**src/rtl/ger_pkg.sv**
```systemverilog
// shared types and codes for the gear event recorder
// no dependencies; imported by every module of the block
`timescale 1ns / 1ps

package ger_pkg;

	localparam int GER_LOG_SLOTS = 10;

	localparam logic [2:0] OP_IDLE    = 3'd0;
	localparam logic [2:0] OP_UP      = 3'd1;
	localparam logic [2:0] OP_DOWN    = 3'd2;
	localparam logic [2:0] OP_COLLIDE = 3'd3;
	localparam logic [2:0] OP_READ    = 3'd4;
	localparam logic [2:0] OP_CLEAR   = 3'd5;

	localparam logic [3:0] GEAR_NEUTRAL = 4'd0;
	localparam logic [3:0] GEAR_REVERSE = 4'd6;
	localparam logic [3:0] GEAR_COLLIDE = 4'd7;
	localparam logic [3:0] GEAR_ON      = 4'd8;

	typedef struct packed {
		logic [2:0] operation;
		logic [4:0] stamp_hour;
		logic [5:0] stamp_minute;
		logic [5:0] stamp_second;
		logic [6:0] vehicle_speed;
		logic [3:0] read_index;
	} item_t;

	typedef struct packed {
		logic [3:0] current_gear;
		logic [1:0] events_recorded;
		logic [3:0] events_held;
		logic       entry_valid;
		logic [4:0] entry_hour;
		logic [5:0] entry_minute;
		logic [5:0] entry_second;
		logic [3:0] entry_gear;
		logic [6:0] entry_speed;
	} result_t;

	// one log record, 28 bits
	typedef struct packed {
		logic [4:0] hour;
		logic [5:0] minute;
		logic [5:0] second;
		logic [3:0] gear;
		logic [6:0] speed;
	} record_t;

	// controller to datapath
	typedef struct packed {
		logic load;
		logic exec;
		logic second;
		logic rdout;
		logic finish;
	} cmd_t;

	// datapath to controller
	typedef struct packed {
		logic two_rec;
		logic is_read;
	} status_t;

endpackage

```
**src/rtl/ger_ctrl.sv**
```systemverilog
// sequencer of the gear event recorder: steps each item through its cycles
// depends on ger_pkg
`timescale 1ns / 1ps

module ger_ctrl (
	input  logic             clk,
	input  logic             arst_n,
	input  logic             start,
	input  ger_pkg::status_t status,
	output ger_pkg::cmd_t    cmd,
	output logic             busy
);
	import ger_pkg::*;

	localparam logic [1:0] ST_IDLE   = 2'd0;
	localparam logic [1:0] ST_EXEC   = 2'd1;
	localparam logic [1:0] ST_SECOND = 2'd2;
	localparam logic [1:0] ST_RDOUT  = 2'd3;

	logic [1:0] state_q;
	logic [1:0] state_nx;

	always_comb begin
		state_nx = state_q;
		cmd = '0;
		case (state_q)
			ST_IDLE: begin
				if (start) begin
					cmd.load = 1'b1;
					state_nx = ST_EXEC;
				end
			end
			ST_EXEC: begin
				cmd.exec = 1'b1;
				if (status.is_read) begin
					state_nx = ST_RDOUT;
				end else if (status.two_rec) begin
					state_nx = ST_SECOND;
				end else begin
					cmd.finish = 1'b1;
					state_nx = ST_IDLE;
				end
			end
			ST_SECOND: begin
				cmd.second = 1'b1;
				cmd.finish = 1'b1;
				state_nx = ST_IDLE;
			end
			ST_RDOUT: begin
				cmd.rdout = 1'b1;
				cmd.finish = 1'b1;
				state_nx = ST_IDLE;
			end
			default: begin
				state_nx = ST_IDLE;
			end
		endcase
	end

	assign busy = (state_q != ST_IDLE);

	always_ff @(posedge clk or negedge arst_n) begin
		if (!arst_n) begin
			state_q <= ST_IDLE;
		end else begin
			state_q <= state_nx;
		end
	end

endmodule

```
**src/rtl/ger_datapath.sv**
```systemverilog
// gear state, circular log memory and result register of the recorder
// depends on ger_pkg
`timescale 1ns / 1ps

module ger_datapath #(
	parameter int LOG_SLOTS = ger_pkg::GER_LOG_SLOTS
) (
	input  logic             clk,
	input  logic             arst_n,
	input  ger_pkg::item_t   item,
	input  ger_pkg::cmd_t    cmd,
	output ger_pkg::status_t status,
	output logic             done,
	output ger_pkg::result_t result
);
	import ger_pkg::*;

	localparam int SLOT_W = $clog2(LOG_SLOTS);
	localparam int CNT_W  = $clog2(LOG_SLOTS + 1);
	localparam int BASE_W = (CNT_W > 4) ? CNT_W : 4;
	localparam int AW     = BASE_W + 2;

	item_t              item_q;
	logic [3:0]         gear_q, gear_nx;
	logic               coll_q, coll_nx;
	logic               on_done_q, on_done_nx;
	logic [SLOT_W-1:0]  slot_q, slot_nx;
	logic [CNT_W-1:0]   held_q, held_nx;
	logic [1:0]         rec_q, rec_nx;
	logic               valid_q;
	logic               done_q;
	result_t            result_q, res_nx;

	record_t            mem_q [LOG_SLOTS];
	record_t            rd_q;
	record_t            wr_rec;
	logic               wr_en;
	logic [3:0]         wr_gear;

	logic [2:0]         op;
	logic               is_gear_op;
	logic               need_on;
	logic               chg;
	logic [3:0]         gear_new;
	logic               coll_new;

	logic [AW-1:0]      ws_ext, held_ext, idx_ext, oldest, slot_sum;
	logic [SLOT_W-1:0]  rd_addr;
	logic               rd_valid;
	logic [31:0]        held_wide;

	// gear step decision for the item held in item_q
	always_comb begin
		op = item_q.operation;
		is_gear_op = (op == OP_IDLE) || (op == OP_UP) || (op == OP_DOWN) ||
			(op == OP_COLLIDE);
		chg = 1'b0;
		gear_new = gear_q;
		coll_new = coll_q;
		if ((op == OP_UP) || (op == OP_DOWN)) begin
			if (coll_q) begin
				chg = 1'b1;
				gear_new = GEAR_NEUTRAL;
				coll_new = 1'b0;
			end else if ((op == OP_UP) && (gear_q < GEAR_REVERSE)) begin
				chg = 1'b1;
				gear_new = 4'(gear_q + 4'd1);
			end else if ((op == OP_DOWN) && (gear_q != GEAR_NEUTRAL)) begin
				chg = 1'b1;
				gear_new = 4'(gear_q - 4'd1);
			end
		end else if ((op == OP_COLLIDE) && (gear_q != GEAR_COLLIDE)) begin
			chg = 1'b1;
			gear_new = GEAR_COLLIDE;
			coll_new = 1'b1;
		end
		need_on = is_gear_op && !on_done_q;
		status.two_rec = need_on && chg;
		status.is_read = (op == OP_READ);
	end

	// read address: oldest slot plus index, wrapped
	always_comb begin
		ws_ext   = AW'(slot_q);
		held_ext = AW'(held_q);
		idx_ext  = AW'(item_q.read_index);
		oldest   = ws_ext + AW'(LOG_SLOTS) - held_ext;
		if (oldest >= AW'(LOG_SLOTS)) begin
			oldest = oldest - AW'(LOG_SLOTS);
		end
		slot_sum = oldest + idx_ext;
		if (slot_sum >= AW'(LOG_SLOTS)) begin
			slot_sum = slot_sum - AW'(LOG_SLOTS);
		end
		rd_addr  = slot_sum[SLOT_W-1:0];
		rd_valid = (idx_ext < held_ext);
	end

	// next state of the gear and log pointers
	always_comb begin
		gear_nx    = gear_q;
		coll_nx    = coll_q;
		on_done_nx = on_done_q;
		rec_nx     = rec_q;
		slot_nx    = slot_q;
		held_nx    = held_q;
		wr_en      = 1'b0;
		wr_gear    = gear_q;
		if (cmd.exec) begin
			rec_nx = 2'd0;
			if (is_gear_op) begin
				on_done_nx = 1'b1;
				gear_nx    = gear_new;
				coll_nx    = coll_new;
				wr_en      = need_on || chg;
				// on event goes first and keeps the gear it was logged with
				wr_gear    = need_on ? gear_q : gear_new;
				rec_nx     = {1'b0, wr_en};
			end
			if (op == OP_CLEAR) begin
				slot_nx = '0;
				held_nx = '0;
			end
		end
		if (cmd.second) begin
			wr_en   = 1'b1;
			wr_gear = gear_q;
			rec_nx  = 2'(rec_q + 2'd1);
		end
		if (wr_en) begin
			slot_nx = (slot_q == SLOT_W'(LOG_SLOTS - 1)) ? '0 : SLOT_W'(slot_q + 1'b1);
			if (held_q < CNT_W'(LOG_SLOTS)) begin
				held_nx = CNT_W'(held_q + 1'b1);
			end
		end
	end

	always_comb begin
		wr_rec.hour   = item_q.stamp_hour;
		wr_rec.minute = item_q.stamp_minute;
		wr_rec.second = item_q.stamp_second;
		wr_rec.gear   = wr_gear;
		wr_rec.speed  = item_q.vehicle_speed;
	end

	always_comb begin
		held_wide = 32'(held_nx);
		res_nx = '0;
		res_nx.current_gear    = gear_nx;
		res_nx.events_recorded = rec_nx;
		res_nx.events_held     = held_wide[3:0];
		if (cmd.rdout && valid_q) begin
			res_nx.entry_valid  = 1'b1;
			res_nx.entry_hour   = rd_q.hour;
			res_nx.entry_minute = rd_q.minute;
			res_nx.entry_second = rd_q.second;
			res_nx.entry_gear   = rd_q.gear;
			res_nx.entry_speed  = rd_q.speed;
		end
	end

	always_ff @(posedge clk or negedge arst_n) begin
		if (!arst_n) begin
			gear_q    <= GEAR_ON;
			coll_q    <= 1'b1;
			on_done_q <= 1'b0;
			slot_q    <= '0;
			held_q    <= '0;
			rec_q     <= '0;
			valid_q   <= 1'b0;
			done_q    <= 1'b0;
		end else begin
			gear_q    <= gear_nx;
			coll_q    <= coll_nx;
			on_done_q <= on_done_nx;
			slot_q    <= slot_nx;
			held_q    <= held_nx;
			rec_q     <= rec_nx;
			done_q    <= cmd.finish;
			if (cmd.exec) begin
				valid_q <= rd_valid;
			end
		end
	end

	always_ff @(posedge clk) begin
		if (cmd.load) begin
			item_q <= item;
		end
		if (cmd.finish) begin
			result_q <= res_nx;
		end
	end

	// log memory, one write and one registered read port
	always_ff @(posedge clk) begin
		if (wr_en) begin
			mem_q[slot_q] <= wr_rec;
		end
		if (cmd.exec) begin
			rd_q <= mem_q[rd_addr];
		end
	end

	assign done   = done_q;
	assign result = result_q;

endmodule

```
**src/rtl/gear_event_recorder.sv**
```systemverilog
// Gear event recorder top level: controller plus datapath with the log memory
// depends on ger_pkg, ger_ctrl, ger_datapath
//
// Usage:
//   An item is taken on a rising edge with start high and busy low. The
//   item carries an operation (idle, gear up, gear down, collision, read
//   entry, clear log), a time stamp, a speed and a read index.
//   Exactly one result per item appears on result for one cycle with done
//   high; the receiver cannot stall it and must take it in that cycle.
//   done and result are registered from an item's last state: execute for
//   most items, readout for a read entry (registered memory read), and the
//   second-write state for the first gear item after reset that changes the
//   gear and so logs the on event too (two memory writes through the single
//   write port). busy is high while an item is in progress and drops in the
//   cycle the result is shown, so the next item can be taken then.
//   Reset sets the gear to on with collision pending and empties the log;
//   log contents are not cleared and only written slots are ever read.
`timescale 1ns / 1ps

module gear_event_recorder #(
	parameter int LOG_SLOTS = ger_pkg::GER_LOG_SLOTS
) (
	input  logic             clk,
	input  logic             arst_n,
	input  logic             start,
	input  ger_pkg::item_t   item,
	output logic             busy,
	output logic             done,
	output ger_pkg::result_t result
);
	import ger_pkg::*;

	cmd_t    cmd;
	status_t status;

	ger_ctrl u_ctrl (
		.clk    (clk),
		.arst_n (arst_n),
		.start  (start),
		.status (status),
		.cmd    (cmd),
		.busy   (busy)
	);

	ger_datapath #(
		.LOG_SLOTS (LOG_SLOTS)
	) u_datapath (
		.clk    (clk),
		.arst_n (arst_n),
		.item   (item),
		.cmd    (cmd),
		.status (status),
		.done   (done),
		.result (result)
	);

endmodule

```
**config.mk**
```make
export PLATFORM = sky130hd
export DESIGN_NAME = gear_event_recorder
export DESIGN_NICKNAME = d
export VERILOG_FILES = /design/src/rtl/ger_pkg.sv /design/src/rtl/ger_ctrl.sv /design/src/rtl/ger_datapath.sv /design/src/rtl/gear_event_recorder.sv
export SDC_FILE = /design/constraint.sdc
export NUM_CORES = 1
export LEC_CHECK = 0
export BUFFER_PORTS_ARGS = -buffer_cell sky130_fd_sc_hd__buf_4
export CORE_MARGIN = 2
export CORE_UTILIZATION = 61
export CTS_CLUSTER_DIAMETER = 80
export DETAILED_ROUTE_END_ITERATION = 8
export HOLD_SLACK_MARGIN = 0.08
export PLACE_DENSITY = 0.78
export SYNTH_ARGS = -nofsm -noshare
export SYNTH_HDL_FRONTEND = slang
export SYNTH_SLANG_ARGS = --single-unit
```
**constraint.sdc**
```tcl
create_clock -name clk -period 7.6 [get_ports clk]
set_input_delay 0.38 -clock clk [delete_from_list [all_inputs] [get_ports clk]]
set_output_delay 0.38 -clock clk [all_outputs]
set_load 0.005 [all_outputs]
```
==> Yosys cells after proc, flatten, opt, wreduce, memory -nomap -nowiden <==
Memory sizes are Yosys's and may differ from the RTL's. A register that Yosys moved wholly into a read port is not among the register bits.
Index checks and enable logic that the tools add are counted.
{ "word_totals": {"register_bits": 90, "latchBits": 0, "mem_bits_rw": 280, "rom_bits": 0, "in_bits": 34, "output_inout_bits": 41, "word_cells": 123, "n_memories": 1} }
{ "mem_list": {"columns": ["memory", "words", "word_bits", "rd", "rd_clocked_by_memory_dff", "write_ports", "line", "text"], "rows": [
  ["u_datapath.mem_q", 10, 28, 1, 1, 1, "ger_datapath.sv:34", "record_t mem_q [LOG_SLOTS];"]
]} }
{ "op_classes": {"n_addsub": 10, "multipliers": 0, "div": 0, "magnitude_cmp": 5, "eq_ne": 11, "n_shift": 0, "muxes": 49, "n_bitwise": 0, "n_reduce_logical": 23} }
{ "ops": {"columns": ["op", "n"], "rows": [
  ["$mux 4", 20],
  ["$mux 29", 1],
  ["$mux 1", 20],
  ["$add 4x1->4 const B", 3],
  ["$ge 6x4->1 const B", 2],
  ["$mux 2", 5],
  ["$reduce_bool 2->1", 4],
  ["$add 6x4->6", 1],
  ["$eq 3x2->1 const B", 2],
  ["$eq 3x3->1 const B", 2],
  ["$logic_and 1x1->1", 6],
  ["$mux 6", 1],
  ["$pmux 2 s3", 1],
  ["$sub 6x4->6", 1],
  ["$sub 6x4->6 const B", 1],
  ["$add 4x4->5 const B", 1],
  ["$logic_or 1x1->1", 5],
  ["$eq 2x2->1 const B", 2],
  ["$eq 4x4->1 const B", 1],
  ["$lt 4x3->1 const B", 1],
  ["$lt 4x4->1", 1],
  ["$lt 4x4->1 const B", 1],
  ["$ne 4x3->1 const B", 1],
  ["$reduce_and 2->1", 2],
  ["other kinds (13)", 13]
]} }

==> Logic depth before layout (Yosys ltp) <==
{ "logic_depth": {"word_depth": 12, "mapped_depth": 24, "depth_no_buf": 21} }

==> Hierarchy <==
From an unflattened synthesis, not the netlist that was laid out.
{ "unflattened": {"cells_unflattened": 869, "area_unflattened_um2": 15872.7} }
{ "by_module_without_submodules": {"columns": ["module", "n_inst", "cells_per_inst", "area_each_um2", "seq_area_each_um2"], "rows": [
  ["ger_datapath", 1, 856, 15743.8, 11803.8],
  ["ger_ctrl", 1, 13, 128.9, 50.0]
]} }

==> Least setup slack after synthesis <==
No wires, ideal clock.
{ "synth_timing": {"path_type": "register to register", "from": "reg u_datapath.slot_q[0]", "to": "reg u_datapath.rd_q[10] (netlist name)", "setup_time_ns": 0.277, "t_arrival_ns": 5.154, "required_time_ns": 7.323, "slack_ns": 2.169, "path_stages_with_launch": 24, "path_buffers": 4, "period_less_slack_ns": 5.431, "path_cell_list": "dfrtp_1 > clkbuf_1 > inv_1 > ha_1 > fa_1 > nor2b_1 > o22a_1 > xnor2_1 > nor2_1 > and2_1 > xor2_1 > inv_1 > fa_1 > buf_1 > nand2_1 > and3_1 > a31o_2 > o41a_4 > or2_1 > buf_4 > buf_2 > a211oi_1 > a311o_1 > a32oi_1"} }
{ "synth_via": {"elab_chain_len": 7, "elab_cells_between_ends": 9, "classes_between": "add/sub (5); order compare (2); mux (2)"} }
{ "synth_rtl": {"columns": ["item", "line", "text"], "rows": [
  ["start: declaration", "ger_datapath.sv:27", "logic [SLOT_W-1:0] slot_q, slot_nx;"],
  ["start signal: assignment", "ger_datapath.sv:176", "slot_q <= slot_nx;"],
  ["$add 4x4->5 (*)", "ger_datapath.sv:87", "oldest = ws_ext + AW'(LOG_SLOTS) - held_ext;"],
  ["$sub 6x4->6 (*)", "ger_datapath.sv:87", null],
  ["$sub 6x4->6 or $ge 6x4->1 (tied branches)", "ger_datapath.sv:89, ger_datapath.sv:88", null],
  ["$mux 6 (*)", "ger_datapath.sv:88", "if (oldest >= AW'(LOG_SLOTS)) begin"],
  ["$add 6x4->6 (*)", "ger_datapath.sv:91", "slot_sum = oldest + idx_ext;"],
  ["$ge 6x4->1 or $sub 4x4->4 (tied branches)", "ger_datapath.sv:92, ger_datapath.sv:93", null],
  ["$mux 4 (*)", "ger_datapath.sv:92", "if (slot_sum >= AW'(LOG_SLOTS)) begin"]
]} }
Every way passes the cells marked *; elsewhere a longest branch is shown, timed or not.
A chain may end at the register's enable or synchronous reset.

==> Final worst setup path <==
{ "layout_timing": {"from": "reg u_datapath.slot_q[0]", "to": "reg u_datapath.rd_q[12] (netlist name)"} }
{ "layout_via": {"elab_chain_len": 7, "elab_cells_between_ends": 9, "classes_between": "add/sub (5); order compare (2); mux (2)"} }
{ "layout_rtl": {"columns": ["item", "line"], "rows": [
  ["$add 4x4->5 (*)", "ger_datapath.sv:87"],
  ["$sub 6x4->6 (*)", "ger_datapath.sv:87"],
  ["$sub 6x4->6 or $ge 6x4->1 (tied branches)", "ger_datapath.sv:89, ger_datapath.sv:88"],
  ["$mux 6 (*)", "ger_datapath.sv:88"],
  ["$add 6x4->6 (*)", "ger_datapath.sv:91"],
  ["$ge 6x4->1 or $sub 4x4->4 (tied branches)", "ger_datapath.sv:92, ger_datapath.sv:93"],
  ["$mux 4 (*)", "ger_datapath.sv:92"]
]} }
Marked as above.

==> reports/results.ini <==
[grt]
antenna_found_initial = 0
grt_util_all_layers_pct = 24.8
gr-total-overflow = 0
grt_pass1_wl_um = 54200
maximum_number_of_pins_on_one_net_before_global_route_repair = 113
number_of_global_route_vias_before_repair = 10000

[worst_setup_path]
crit_type = reg -> reg
critPathMaxFanout = 57
worstSetupStartpoint = u_datapath.slot_q[0]
r2r-start = u_datapath.slot_q[0]
timing.reg2reg.setup_slack_ns = 0.95
cp-end-kind = flip-flop
worstSetupStartpointType = flip-flop
cp_data_arrival_time_ns = 6.86
reg2reg_to = u_datapath.rd_q[12]
reg2reg_depth = 20
required_time_reported_for_the_critical_path_endpoint_ns = 7.81

[clock_tree]
htree_levels = 2
clk_root_buffer_cell = sky130_fd_sc_hd__clkbuf_16
cts_setup_buffers = 0
post_cts.resized_instances = 0
clk_path_buf_depth = 3
cts.sink_count = 398
cts-buffers-inserted = 40
cts_tree = done
worst_skew_pair_latency_ns = 0.54
cts_hold_repair.buffers = 32
cts.reportedPaths.clkPinSlew_ns = 0.06

[floorplan]
start_util_pct = 61.5
die_height_um = 168
floorplan.rows = 60
core_area_um2 = 26700
design.die.area_um2 = 28300
die_width_um = 168
ios = 75

[drt]
wl_per_cell_um = 22.2
route.antenna.remaining_nets = 0
post_drt_via_cell_ratio = 6.39
dr.pass1.iters = 5
routed-via-count = 10000
detail_route.wirelength_um = 34800
detailedRoute.firstIterationViolations = 1242
post-route-drc-count = 0

[timing]
max_freq_mhz = 150
hold-worst-slack_ns = 0.274
worst-slew-pin-transition_ns = 1.27
slew_headroom_pct = 15.4
final_tns_setup_ns = 0
final.min_clock_period_ns = 6.65
report.final.setup_viol = 0
hold_violations = 0
final.period_utilization_pct = 87.5
timing.final.max_slew_violations = 0
clock-skew-final_ns = 0.0176
grt_setup_unrepaired = false

[cells_and_area]
layout.cell_area.non_filler_um2 = 19000
final_layout_size_suffix_gt1_share_pct = 16.9
non_filler_cells_final = 1570
finish.net_count = 1255
insertedDiodeCount = 0
syn_to_final_growth_pct = 15.3

[yosys]
yosysWarnings = 0
postSynth.topFlopCell = sky130_fd_sc_hd__edfxtp_1
yosysSeqAreaShare_pct = 72.1
synthesis.nets = 1155
async_reset_ff_share_pct = 5.03
post_synth.cell_area_avg_um2 = 14.9
ys_ff_latch = 398
yosysUniqueCellTypes = 70
cell_area_synth_um2 = 16400
synth_enable_flop_cells = 378
number_of_cells_produced_by_synthesis = 1101

[place]
placedInstanceArea_um2 = 17300
placed_cells = 1468
hpwl_um = 18200
routabilityCongestion = 0.908
port_buffers = 74

[outcome]
run_status = complete, no violations

[min_path]
hold_class = in -> async

[job]
cap_viol_max_count = 0

## state kept, by name, indices dropped and copies added, names as in the netlist, 3 cells and up
| register | flops |
|---|---|
| u_datapath.op | 3 |
| u_datapath.mem_q | 280 |
| u_datapath.result | 39 |
| u_datapath.held_q | 4 |
| u_datapath.rd_q | 28 |
| u_datapath.item_q | 24 |
| u_datapath.slot_q | 4 |
| u_datapath.idx_ext | 4 |
| u_datapath.gear_q | 4 |
## worst max-delay path by stage
stage	endpoint	cells after the start
floorplan	u_datapath.rd_q[10]	23
global placement	u_datapath.rd_q[16]	19
detailed placement	u_datapath.rd_q[6]	20
CTS	u_datapath.rd_q[11]	22
global route	u_datapath.rd_q[12]	21
finish	u_datapath.rd_q[12]	20
## stage by stage
step | setup slack [ns] | utilization (%)
finish | 0.951 | 70.9
global route | 0.426 | 70.9
CTS | 0.985 | 70.9
detailed placement | 1.09 | 64.9
global placement | 1.32 | 64.9
floorplan | 2.17 | -
## worst max-delay path, cell delays in order, from the launching register on
cell                       delay (ns)
sky130_fd_sc_hd__dfrtp_1         0.55
sky130_fd_sc_hd__inv_1           0.11
sky130_fd_sc_hd__ha_1            0.23
sky130_fd_sc_hd__fa_1            0.40
sky130_fd_sc_hd__nor2b_1         0.26
sky130_fd_sc_hd__o22a_1          0.24
sky130_fd_sc_hd__xnor2_1         0.11
sky130_fd_sc_hd__nor2_1          0.15
sky130_fd_sc_hd__and2_1          0.20
sky130_fd_sc_hd__xor2_1          0.21
sky130_fd_sc_hd__inv_1           0.08
sky130_fd_sc_hd__fa_1            0.87
sky130_fd_sc_hd__nand2_1         0.09
sky130_fd_sc_hd__and3_1          0.19
sky130_fd_sc_hd__a31o_2          0.28
sky130_fd_sc_hd__o41a_4          0.81
sky130_fd_sc_hd__or2_4           0.59
sky130_fd_sc_hd__buf_12          0.28
sky130_fd_sc_hd__a211oi_1        0.29
sky130_fd_sc_hd__a311o_1         0.19
sky130_fd_sc_hd__a32oi_1         0.12
## cells in the final DEF (no fill, tap or decap), types with 28 or more instances in the layout
| cell | synthesis | final |
|---|---|---|
| sky130_fd_sc_hd__a32oi_1 | 28 | 28 |
| sky130_fd_sc_hd__edfxtp_1 | 378 | 378 |
| sky130_fd_sc_hd__a311o_1 | 55 | 55 |
| sky130_fd_sc_hd__nand2_1 | 162 | 162 |
| sky130_fd_sc_hd__a211oi_1 | 56 | 56 |
| sky130_fd_sc_hd__buf_4 | 2 | 93 |
| sky130_fd_sc_hd__and2_1 | 34 | 34 |
| sky130_fd_sc_hd__a21oi_1 | 49 | 49 |
| sky130_fd_sc_hd__clkbuf_16 | 0 | 41 |
| sky130_fd_sc_hd__dlygate4sd3_1 | 0 | 32 |
| sky130_fd_sc_hd__nor3b_1 | 33 | 33 |
## logic make-up (layout without fill, tap and decap cells)
logic type	Yosys count	after routing	share of synthesized area (%)
adder cells (fa/ha/maj)	20	20	1.61
AO/OA/AOI/OAI	250	250	12.0
buffers and inverters	89	217	2.44
XOR/XNOR	10	10	0.647
AND/OR/NAND/NOR	331	331	11.0
multiplexers	3	3	0.183
flip-flops	398	398	72.1
## Yosys cell counts (5+ instances only)
library cell | number | share of area (%)
sky130_fd_sc_hd__edfxtp_1 | 378 | 69
sky130_fd_sc_hd__nand2_1 | 162 | 3.7
sky130_fd_sc_hd__a211oi_1 | 56 | 2.6
sky130_fd_sc_hd__a311o_1 | 55 | 3.4
sky130_fd_sc_hd__a21oi_1 | 49 | 1.5
sky130_fd_sc_hd__clkbuf_1 | 38 | 0.87
sky130_fd_sc_hd__and2_1 | 34 | 1.3
sky130_fd_sc_hd__nor3b_1 | 33 | 1.5
sky130_fd_sc_hd__a32oi_1 | 28 | 1.5
sky130_fd_sc_hd__buf_2 | 24 | 0.73
sky130_fd_sc_hd__nor2_1 | 24 | 0.55
sky130_fd_sc_hd__nor3b_2 | 22 | 1.7
sky130_fd_sc_hd__inv_1 | 20 | 0.46
sky130_fd_sc_hd__dfrtp_1 | 18 | 2.7
sky130_fd_sc_hd__ha_1 | 18 | 1.4
sky130_fd_sc_hd__o21ai_0 | 17 | 0.52
sky130_fd_sc_hd__nand2b_1 | 10 | 0.38
sky130_fd_sc_hd__nand3_1 | 9 | 0.27
sky130_fd_sc_hd__nor2b_1 | 7 | 0.27
sky130_fd_sc_hd__a21o_1 | 5 | 0.23
sky130_fd_sc_hd__or2_2 | 5 | 0.19
sky130_fd_sc_hd__xor2_1 | 5 | 0.27
## layout make-up
type / instances / area (µm²)
Inverter: 20 / 75.1
Clock buffer: 50 / 1060
Multi-Input combinational cell: 614 / 4260
Sequential cell: 398 / 11900
Timing Repair Buffer: 127 / 1060
Fill cell: 1668 / 7770
Clock inverter: 20 / 221
Tap cell: 341 / 427
## metal layers
metal,vias up,routed length (µm),global-route usage (%)
li1,4481,-,-
met5,-,0,0
met4,0,1090,9.41
met1,4982,14400,33.8
met3,89,2360,3.46
met2,477,17000,41.4
Power is not shown: default switching activity piles up to over one toggle a cycle in this logic, so the estimate is an artifact.
